===== src/rtl/graph_bridge_edge_check_assert.svh =====
// assertion macros for the bridge edge checker
`ifndef GRAPH_BRIDGE_EDGE_CHECK_ASSERT_SVH
`define GRAPH_BRIDGE_EDGE_CHECK_ASSERT_SVH

// same-cycle implication, sampled on clk_i, off during reset
`define GBEC_ASSERT_NOW(lbl, ante, cons, msg) \
  lbl: assert property (@(posedge clk_i) disable iff (!rst_ni) (ante) |-> (cons)) \
    else $error(msg);

// next-cycle implication, sampled on clk_i, off during reset
`define GBEC_ASSERT_NEXT(lbl, ante, cons, msg) \
  lbl: assert property (@(posedge clk_i) disable iff (!rst_ni) (ante) |=> (cons)) \
    else $error(msg);

`endif


===== src/rtl/gbec_pkg.sv =====
// shared types and constants of the bridge edge checker
`default_nettype none

package gbec_pkg;

  localparam int unsigned MaxVerticesDef = 64;
  localparam int unsigned VertW          = 6;
  localparam int unsigned CntW           = 7;
  localparam int unsigned CmdW           = 2;

  localparam logic [CntW-1:0] VertexCountRst = 7'd64;

  // command codes
  localparam logic [CmdW-1:0] CMD_CLEAR = 2'd0;
  localparam logic [CmdW-1:0] CMD_WRITE = 2'd1;
  localparam logic [CmdW-1:0] CMD_QUERY = 2'd2;

  typedef enum logic [2:0] {
    ST_IDLE,
    ST_WR_SRC,
    ST_WR_DST,
    ST_Q_SRC,
    ST_Q_DST,
    ST_SEARCH,
    ST_DONE
  } gbec_state_e;

  // memory control group from sequencer to adjacency store
  typedef struct packed {
    logic rd;
    logic wr;
    logic clr;
  } gbec_mem_ctl_t;

  // finished result from sequencer to output stage
  typedef struct packed {
    logic load;
    logic essential;
    logic index_error;
  } gbec_res_t;

endpackage

`default_nettype wire


===== src/rtl/gbec_ctrl.sv =====
// command sequencer: edge writes, degree checks and frontier search
`default_nettype none

module gbec_ctrl import gbec_pkg::*; #(
  parameter int unsigned MaxVertices = MaxVerticesDef,
  localparam int unsigned AddrW      = $clog2(MaxVertices)
) (
  input  wire logic                   clk_i,
  input  wire logic                   rst_ni,
  input  wire logic                   cfg_wr_en_i,
  input  wire logic [CntW-1:0]        cfg_wr_data_i,
  input  wire logic                   in_valid_i,
  output logic                        in_stall_o,
  input  wire logic [CmdW-1:0]        cmd_i,
  input  wire logic [VertW-1:0]       src_vertex_i,
  input  wire logic [VertW-1:0]       dst_vertex_i,
  input  wire logic                   edge_value_i,
  output gbec_mem_ctl_t               mem_ctl_o,
  output logic      [AddrW-1:0]       mem_rd_addr_o,
  output logic      [AddrW-1:0]       mem_wr_addr_o,
  output logic      [MaxVertices-1:0] mem_wr_data_o,
  input  wire logic [MaxVertices-1:0] mem_rd_data_i,
  input  wire logic                   out_free_i,
  output gbec_res_t                   res_o
);

  localparam logic [CntW-1:0]        MaxCnt = CntW'(MaxVertices);
  localparam logic [MaxVertices-1:0] OneHot = MaxVertices'(1);

  gbec_state_e state_q, state_d;

  logic [CntW-1:0]        vcount_q;
  logic [AddrW-1:0]       s_q, s_d, d_q, d_d;
  logic                   val_q, val_d;
  logic                   ess_q, ess_d, err_q, err_d;
  logic [MaxVertices-1:0] visit_q, visit_d, pend_q, pend_d;
  logic                   infl_q, infl_d;

  logic [CntW-1:0]        live_cnt;
  logic [MaxVertices-1:0] mask;
  logic                   in_err;
  logic [MaxVertices-1:0] sbit, dbit_raw, dbit;
  logic [MaxVertices-1:0] rowm, fresh, pick, flip_bit;
  logic [AddrW-1:0]       pick_idx;
  logic                   hit;

  // true when exactly one bit is set
  function automatic logic one_bit(input logic [MaxVertices-1:0] x);
    return (x != '0) && ((x & (x - OneHot)) == '0);
  endfunction

  // vertex count register
  always_ff @(posedge clk_i or negedge rst_ni) begin
    if (!rst_ni) begin
      vcount_q <= VertexCountRst;
    end else if (cfg_wr_en_i) begin
      vcount_q <= cfg_wr_data_i;
    end
  end

  // live vertex count and column mask
  assign live_cnt = (vcount_q > MaxCnt) ? MaxCnt : vcount_q;

  always_comb begin
    for (int i = 0; i < MaxVertices; i++) begin
      mask[i] = (CntW'(i) < live_cnt);
    end
  end

  assign in_err = ({1'b0, src_vertex_i} >= live_cnt) || ({1'b0, dst_vertex_i} >= live_cnt);

  // endpoint one-hots
  assign sbit     = OneHot << s_q;
  assign dbit_raw = OneHot << d_q;
  assign dbit     = (s_q == d_q) ? '0 : dbit_raw;

  // search datapath: returned row, new vertices, next vertex to expand
  assign rowm  = mem_rd_data_i & mask;
  assign hit   = infl_q && ((rowm & dbit) != '0);
  assign fresh = infl_q ? (rowm & ~visit_q & ~dbit) : '0;
  assign pick  = pend_q & (~pend_q + OneHot);

  always_comb begin
    pick_idx = '0;
    for (int i = 0; i < MaxVertices; i++) begin
      if (pick[i]) begin
        pick_idx = pick_idx | AddrW'(i);
      end
    end
  end

  // bit flipped by an edge write in each half of the update
  assign flip_bit = (state_q == ST_WR_SRC) ? dbit_raw : sbit;

  // next state and outputs
  always_comb begin
    state_d       = state_q;
    s_d           = s_q;
    d_d           = d_q;
    val_d         = val_q;
    ess_d         = ess_q;
    err_d         = err_q;
    visit_d       = visit_q;
    pend_d        = pend_q;
    infl_d        = infl_q;
    mem_ctl_o     = '0;
    mem_rd_addr_o = d_q;
    mem_wr_addr_o = s_q;
    mem_wr_data_o = val_q ? (mem_rd_data_i | flip_bit) : (mem_rd_data_i & ~flip_bit);
    res_o         = '0;
    in_stall_o    = (state_q != ST_IDLE);

    case (state_q)
      ST_IDLE: begin
        mem_rd_addr_o = src_vertex_i[AddrW-1:0];
        if (in_valid_i) begin
          s_d   = src_vertex_i[AddrW-1:0];
          d_d   = dst_vertex_i[AddrW-1:0];
          val_d = edge_value_i;
          ess_d = 1'b0;
          err_d = 1'b0;
          state_d = ST_DONE;
          case (cmd_i)
            CMD_CLEAR: begin
              mem_ctl_o.clr = 1'b1;
            end
            CMD_WRITE: begin
              err_d = in_err;
              if (!in_err) begin
                mem_ctl_o.rd = 1'b1;
                state_d      = ST_WR_SRC;
              end
            end
            CMD_QUERY: begin
              err_d = in_err;
              if (!in_err) begin
                mem_ctl_o.rd = 1'b1;
                state_d      = ST_Q_SRC;
              end
            end
            default: begin
              state_d = ST_DONE;
            end
          endcase
        end
      end

      // row of src back: update it, fetch row of dst unless it is a self loop
      ST_WR_SRC: begin
        mem_ctl_o.wr = 1'b1;
        if (s_q == d_q) begin
          state_d = ST_DONE;
        end else begin
          mem_ctl_o.rd = 1'b1;
          state_d      = ST_WR_DST;
        end
      end

      ST_WR_DST: begin
        mem_ctl_o.wr  = 1'b1;
        mem_wr_addr_o = d_q;
        state_d       = ST_DONE;
      end

      // row of src back: degree check and first frontier
      ST_Q_SRC: begin
        if (one_bit(rowm)) begin
          state_d = ST_DONE;
        end else begin
          pend_d       = rowm & ~sbit & ~dbit;
          visit_d      = sbit | (rowm & ~sbit & ~dbit);
          mem_ctl_o.rd = 1'b1;
          state_d      = ST_Q_DST;
        end
      end

      // row of dst back: degree check
      ST_Q_DST: begin
        infl_d = 1'b0;
        if (one_bit(rowm)) begin
          state_d = ST_DONE;
        end else begin
          state_d = ST_SEARCH;
        end
      end

      // one frontier vertex expanded per cycle while the pending set is not empty
      ST_SEARCH: begin
        mem_rd_addr_o = pick_idx;
        if (hit) begin
          ess_d   = 1'b0;
          infl_d  = 1'b0;
          state_d = ST_DONE;
        end else begin
          visit_d = visit_q | fresh;
          pend_d  = (pend_q & ~pick) | fresh;
          if (pend_q != '0) begin
            mem_ctl_o.rd = 1'b1;
            infl_d       = 1'b1;
          end else begin
            infl_d = 1'b0;
            if (fresh == '0) begin
              ess_d   = 1'b1;
              state_d = ST_DONE;
            end
          end
        end
      end

      // hand the result to the output stage
      ST_DONE: begin
        if (out_free_i) begin
          res_o.load        = 1'b1;
          res_o.essential   = ess_q;
          res_o.index_error = err_q;
          state_d           = ST_IDLE;
        end
      end

      default: begin
        state_d = ST_IDLE;
      end
    endcase
  end

  // control registers
  always_ff @(posedge clk_i or negedge rst_ni) begin
    if (!rst_ni) begin
      state_q <= ST_IDLE;
      infl_q  <= 1'b0;
    end else begin
      state_q <= state_d;
      infl_q  <= infl_d;
    end
  end

  // command fields, search sets and pending result
  always_ff @(posedge clk_i) begin
    s_q     <= s_d;
    d_q     <= d_d;
    val_q   <= val_d;
    ess_q   <= ess_d;
    err_q   <= err_d;
    visit_q <= visit_d;
    pend_q  <= pend_d;
  end

endmodule

`default_nettype wire


===== config.mk =====
export PLATFORM = sky130hd
export DESIGN_NAME = gbec_ctrl
export DESIGN_NICKNAME = d
export VERILOG_FILES = /design/src/rtl/graph_bridge_edge_check_assert.svh /design/src/rtl/gbec_pkg.sv /design/src/rtl/gbec_ctrl.sv
export SDC_FILE = /design/constraint.sdc
export NUM_CORES = 1
export LEC_CHECK = 0
export ABC_AREA = 1
export BUFFER_PORTS_ARGS = -buffer_cell sky130_fd_sc_hd__buf_2
export CAP_MARGIN = 40
export CORE_MARGIN = 10
export CORE_UTILIZATION = 30
export DETAILED_ROUTE_END_ITERATION = 8
export MAX_ROUTING_LAYER = met4
export PLACE_DENSITY = 0.54
export SETUP_SLACK_MARGIN = 0.3
export SLEW_MARGIN = 30
export SYNTH_ARGS = -nofsm -noshare
export SYNTH_HDL_FRONTEND = slang
export SYNTH_SLANG_ARGS = --single-unit

===== constraint.sdc =====
create_clock -name clk_i -period 5.5 [get_ports clk_i]
set_clock_uncertainty 0.1 [all_clocks]
set_input_delay 1.1 -clock clk_i [delete_from_list [all_inputs] [get_ports clk_i]]
set_output_delay 1.1 -clock clk_i [all_outputs]
set_load 0.005 [all_outputs]

==> results.md, run 1 <==
- Status: finished clean
- CP Data Arrival Time: 3.90 ns
- Vias/cell: between 5 and 6
- Die H: 253 um
- Storage cell area: ~4600 sq um
- Pre-CTS setup slack: between 0.2 and 0.3 ns
- Post-synth ARST share: 7.14%
- Ys Warns: 0
- Ys flop type: edfxtp_1
- # DRC: 0
- DP HPWL: around 70000 um
- Initial antenna violation count: 1
- Hold_buf cts: 0
- Vias: 19800
- Post-Route WL: 84500 um
- Detailed Routing Iterations Pass 1: 6
- Avg Inst Size Synth: 5.94 sq um
- Actual slew at the worst max-slew pin: between 0.8 and 0.9 ns
- Worst-Skew Late Latency: 0.45 ns
- CP most frequent cell: nand2_1
- Global-route total usage across every layer: 26.1%
- Fill count: 6096
- H-tree depth: 4
- Wl on met1: 37200 um
- TritonCTS clock tree: built
- Commonest non-fill, non-tap cells in the layout: nand2_1, nor2_1, inv_1
- IO Count: 174
- Power Density: 339 nW/um^2
- Pin count of the biggest net entering global routing: a little over 80
- Fin nets: 3010
- Overflow after GRT: 0
- Critical-path cell list: nor2_4 -> buf_12 -> buf_4 -> buf_4 -> nor2_1 -> nand2_1 -> inv_2 -> nor2_1 -> nand2_1 -> inv_2 -> nand2_1 -> nor2_1 -> nand2_1 -> o21ai_1 -> nand2_1 -> nor2_1 -> nand2_1 -> nor2_2 -> nand3_4 -> nand2_2 -> nand3_1 -> buf_2
- CP Max Fanout: 8
- CP Capture Type: output pin
- Vias in the first global route: 18200
- Post-Synthesis Cell Area: 16300 sq um
- WP buf/inv: 6
- Period utilisation layout: 92.7%
- EDFF count, synth: 143
- Crit path kind: reg2out
- Final setup margin: 0.403 ns
- Unrepaired setup endpoints after global routing: true
- Critical-path top delay cell: dfstp_4
- Area of the multi-input gates: slightly above 10000 sq um
- Wire per inst: between 20 and 25 um
- Max layer used: met4
- Reg clk slew, reported paths: roughly 0.070 ns
- Synthesis-to-finish area growth: 17.2%
- PortBufs: 173
- Final ANT Viol Nets: 0
- Ratio of cells with drive above 1 in the final layout: 14.4%
- Clock buffer depth: 2
- Gpl congestion: roughly 1.1
- WL met3: 5800 um
- Clock sinks: approximately 150
- Final Hold Viols: 0
- Seq/Total Area, Yosys: 28.0%
- Most common cell after layout, fill and taps aside: nand2_1
- Slew Limit Fails: 0
- Highest clock rate: 196 MHz
- Rel. slew slack: a little over two fifths
- Worst R2R Setup Slack: 1.23 ns
- Worst path top cell family by delay: simple AND/OR/NAND/NOR gates
- FP Rows: 85
- Global-route wire length before repair: 121000 um
- Synth cell types: 51
- Initial drt markers: 2564
- Final setup vio count: 0
- Cts bufs inserted: 17
- Die width: approximately 250 um
- Min Clock Period, post-route: 5.10 ns
- Setup TNS: 0 ns
- Worst vdd ir: 0.221 mV
- Clock root cell: clkbuf_16
- Lkg Pwr: 8.81 nW
- Met2 routed WL: between 30000 and 40000 um
- Synth Instances: between 2000 and 3000
- Core Region: 53900 sq um
- Critical Path Source Type: register
- Starting density of the core: between 30 and 40%
- Mapped Nets: 2857
- FF+latch count, synth: approximately 150
- Max Cap Viol: 0
- Crit path required time: 4.30 ns
- CP peak stage delay: approximately 0.53 ns
- Die area: 64200 sq um
- HP Class: in2async
-- metrics by stage --
step	util [%]	hold WS [ns]	power [mW]	std cells	instance area, sq um
floorplan	-	0.374	3.89	2751	16300
global placement	33.5	0.404	5.08	3565	18000
detailed placement	33.5	0.423	5.07	3565	18000
CTS	34.9	0.424	6.37	3602	18800
global route	35.5	0.436	6.88	3614	19200
finish	35.5	0.441	6.50	3614	19200
-- registers in the layout (all words and copies together), names as in the netlist --
| signal | count |
|---|---|
| err_q | 1 |
| ess_q | 1 |
| infl_q | 1 |
| val_q | 1 |
| d_q | 6 |
| visit_q | 64 |
| s_q | 6 |
| pend_q | 64 |
| vcount_q | 7 |
| state_q | 3 |
-- routing by layer --
layer / vias up / GRT usage [%]
met4: 0 / 11.5
met1: 9166 / 34.4
li1: 9445 / -
met5: - / -
met2: 1009 / 39.7
met3: 162 / 2.98
-- report_power, final --
group / switching (mW) / internal, mW
Sequential: 0.258 / 1.80
Combinational: 2.29 / 0.882
Clock: 0.543 / 0.726
-- path summary, 6_finish.rpt --
check,depth (start not counted),startpoint,to
max,22,vcount_q[6],mem_ctl_o[2]
max reg2reg,17,d_q[0],pend_q[33]
min in group clk_i,2,state_q[2],state_q[2]
min reg2reg,2,state_q[2],state_q[2]
max in group asynchronous,1,rst_ni,vcount_q[6]
min,1,rst_ni,vcount_q[1]
-- cell type report --
class	instances	share of cell area [%]
multi-input combinational	2081	52.9
inverter	422	8.31
timing repair buffer	228	7.11
antenna	1	0.0131
clock buffer	17	2.22
sequential	154	23.9
clock inverter	15	0.986
tap	696	4.55
-- cells in the mapped netlist, drive strengths merged (4+ instances only) --
cell type / number / share of area, %
nand3: 214 / 6.8
o21bai: 4 / 0.18
o211ai: 5 / 0.23
o22ai: 6 / 0.23
a31oi: 68 / 2.6
nand2: 732 / 17
clkinv: 6 / 0.14
buf: 35 / 1.2
nor4: 23 / 0.88
a21oi: 108 / 3.3
o32ai: 4 / 0.21
ha: 15 / 1.1
a211oi: 4 / 0.18
edfxtp: 143 / 26
o21ai: 196 / 6.0
nor3: 51 / 1.7
dfrtp: 10 / 1.5
o2111ai: 13 / 0.70
nand4: 79 / 3.0
inv: 416 / 9.6
clkbuf: 61 / 1.4
o31ai: 7 / 0.32
a32oi: 37 / 2.0
nor2: 495 / 12
-- kinds of logic after synthesis --
| kind of cell | Yosys count | synth area share (%) |
|---|---|---|
| xor+xnor | 3 | 0.161 |
| flops | 154 | 28.0 |
| simple gates | 1600 | 41.9 |
| compound gates | 461 | 16.5 |
| buf+inv | 518 | 12.3 |
| fa+ha+maj | 15 | 1.15 |
-- what timing repair did --
action,4_1_cts,5_1_grt
endpoints found under the setup margin,2,7
pin swaps,1,6
resized for setup,22,73
buffers inserted,5,8
gates cloned,0,2
(Power assumes the default switching activity.)
==> run 2: changes to the inputs <==
--- a/config.mk
+++ b/config.mk
@@ -12,7 +12,7 @@
 export CORE_UTILIZATION = 30
 export DETAILED_ROUTE_END_ITERATION = 8
 export MAX_ROUTING_LAYER = met4
-export PLACE_DENSITY = 0.54
+export PLACE_DENSITY = 0.44
 export SETUP_SLACK_MARGIN = 0.3
 export SLEW_MARGIN = 30
 export SYNTH_ARGS = -nofsm -noshare
==> run 2 against run 1 <==
  * Worst setup slack lost 0.043 ns
  * Sequential power about the same
  * Worst hold slack got worse by 0.015 ns
  * Maximum frequency down 0.84%
  * Sequential share of layout area decreased by 0.14 points
  * Register-to-register slack worse by 0.10 ns
  * Die area is the same
  * Critical path depth shrank 3
  * Final cell count is 0.19% higher
  * Wire length is 11% higher
==> results.md, run 2 (same netlist as run 1, synthesis figures left out) <==
- Die area: approximately 64000 sq um
- TritonCTS clock tree: built
- Rel. slew slack: 37.6%
- Cts bufs inserted: 17
- CP startpoint: s_q[0]
- CP Capture Type: output pin
- Inst Count DP: between 3000 and 4000
- Final Hold Viols: 0
- Vias/cell: 5.51
- CP most frequent cell: nand2_1
- CP Max Fanout: 22
- Crit path required time: 4.30 ns
- Period utilisation layout: 93.5%
- Actual slew at the worst max-slew pin: about 0.93 ns
- Worst vdd ir: 0.224 mV
- CP Data Arrival Time: between 3 and 4 ns
- Commonest non-fill, non-tap cells in the layout: nand2_1, nor2_1, inv_1
- H-tree depth: 4
- Gpl congestion: 1.04
- DP HPWL: 77400 um
- Slew Limit Fails: 0
- Most common cell after layout, fill and taps aside: nand2_1
- Clock sinks: approximately 150
- Initial drt markers: 2436
- Global-route total usage across every layer: 29.3%
- Critical-path top delay cell: edfxtp_1
- Clock root cell: clkbuf_16
- Worst path top cell family by delay: simple AND/OR/NAND/NOR gates
- Synthesis-to-finish area growth: 17.8%
- Core Region: 53900 sq um
- WP buf/inv: 6
- Unrepaired setup endpoints after global routing: true
- Highest clock rate: approximately 190 MHz
- Crit path kind: reg2out
- Hold_buf cts: 0
- Final setup vio count: 0
- Hold Startpoint: state_q[2]
- Initial antenna violation count: 1
- HP Class: reg2reg
- Starting density of the core: 30.3%
- Reg clk slew, reported paths: 0.07 ns
- Vias in the first global route: about 19000
- Detailed Routing Iterations Pass 1: 5
- # DRC: 0
- Largest regs: pend_q (64), visit_q (64), vcount_q (7)
- Status: finished clean
- Die width: 253 um
- CP peak stage delay: 0.37 ns
- FP Rows: 85
- Pin count of the biggest net entering global routing: 147
- R2r startpoint: s_q[0]
- Antenna cells: 0
- Max Cap Viol: 0
- Power Density: 341 nW/um^2
- Clock buffer depth: 2
- Overflow after GRT: 0
- Wire per inst: 25.9 um
- Global-route wire length before repair: 132000 um
- Fin nets: roughly 3000
- Die H: 253 um
- Ratio of cells with drive above 1 in the final layout: roughly 15%
- IO Count: 174
- Worst R2R Setup Slack: 1.13 ns
- Final ANT Viol Nets: 0
- Vias: about 20000
- PortBufs: 173
- Lkg Pwr: roughly 8.8 nW
- Setup TNS: 0 ns
- Critical-path cell list: buf_4 -> inv_1 -> nand2_1 -> a21oi_4 -> nand3_4 -> buf_12 -> buf_4 -> nand2_1 -> inv_1 -> a22oi_1 -> nand2_1 -> nor2_1 -> nand2_1 -> nor2_1 -> nand2_1 -> nand2_1 -> nand3_2 -> nand3_1 -> buf_2
- Critical Path Source Type: register
- Post-Route WL: 93800 um
- Min Clock Period, post-route: 5.14 ns
- Final std cells w/o fill: 3621
- Worst-Skew Late Latency: 0.48 ns
## run 2: area by class of cell
type	instances	area, sq um
Tap cell	696	871
Timing Repair Buffer	236	1430
Sequential cell	154	4570
Clock inverter	13	134
Fill cell	6081	34700
Inverter	422	1590
Multi-Input combinational cell	2081	10200
Clock buffer	19	443
## run 2: what timing repair did
item                       4_1_cts  5_1_grt
gates cloned                     1        1
setup endpoints to repair       42        7
resized for setup               31       84
pin swaps                        4        8
setup buffers                    4       13
## run 2: worst paths after layout
check                                    end  depth (start not counted)
worst min-delay path              state_q[2]                          2
max in group asynchronous        vcount_q[6]                          1
worst min register to register    state_q[2]                          2
worst max register to register    visit_q[0]                         19
min in group asynchronous         state_q[0]                          1
worst max-delay path            mem_ctl_o[2]                         19
## run 2: per-layer routing
| layer | GRT usage, % | wire length, um | up-vias |
|---|---|---|---|
| li1 | - | - | 9478 |
| met1 | 40.8 | 44100 | 9417 |
| met2 | 42.0 | 39600 | 912 |
| met3 | 3.67 | 6290 | 131 |
| met4 | 11.6 | 3740 | 0 |
| met5 | - | 0 | - |
## run 2: metrics by stage
| step | setup slack, ns | util, % | area (sq um) | total power, mW | hold WS [ns] |
|---|---|---|---|---|---|
| floorplan | 1.10 | - | 16300 | 3.89 | 0.374 |
| global placement | -0.0471 | 33.5 | 18100 | 5.21 | 0.409 |
| detailed placement | -0.0278 | 33.5 | 18100 | 5.20 | 0.409 |
| CTS | 0.276 | 34.9 | 18800 | 6.47 | 0.408 |
| global route | 0.259 | 35.7 | 19200 | 6.97 | 0.429 |
| finish | 0.360 | 35.7 | 19200 | 6.56 | 0.426 |
## run 2: worst min-delay path, cell delays in order (launching register included)
cell and delay (ns):
dfrtp_1 0.37, nand2_1 0.06, o21ai_0 0.06
## run 2: report_power, final
group	total (mW)	internal (mW)	switching, mW	leakage [nW]
combinational	3.30	0.883	2.41	7.10
sequential	2.05	1.80	0.252	1.46
clock	1.22	0.647	0.569	0.279
total	6.56	3.33	3.24	8.84
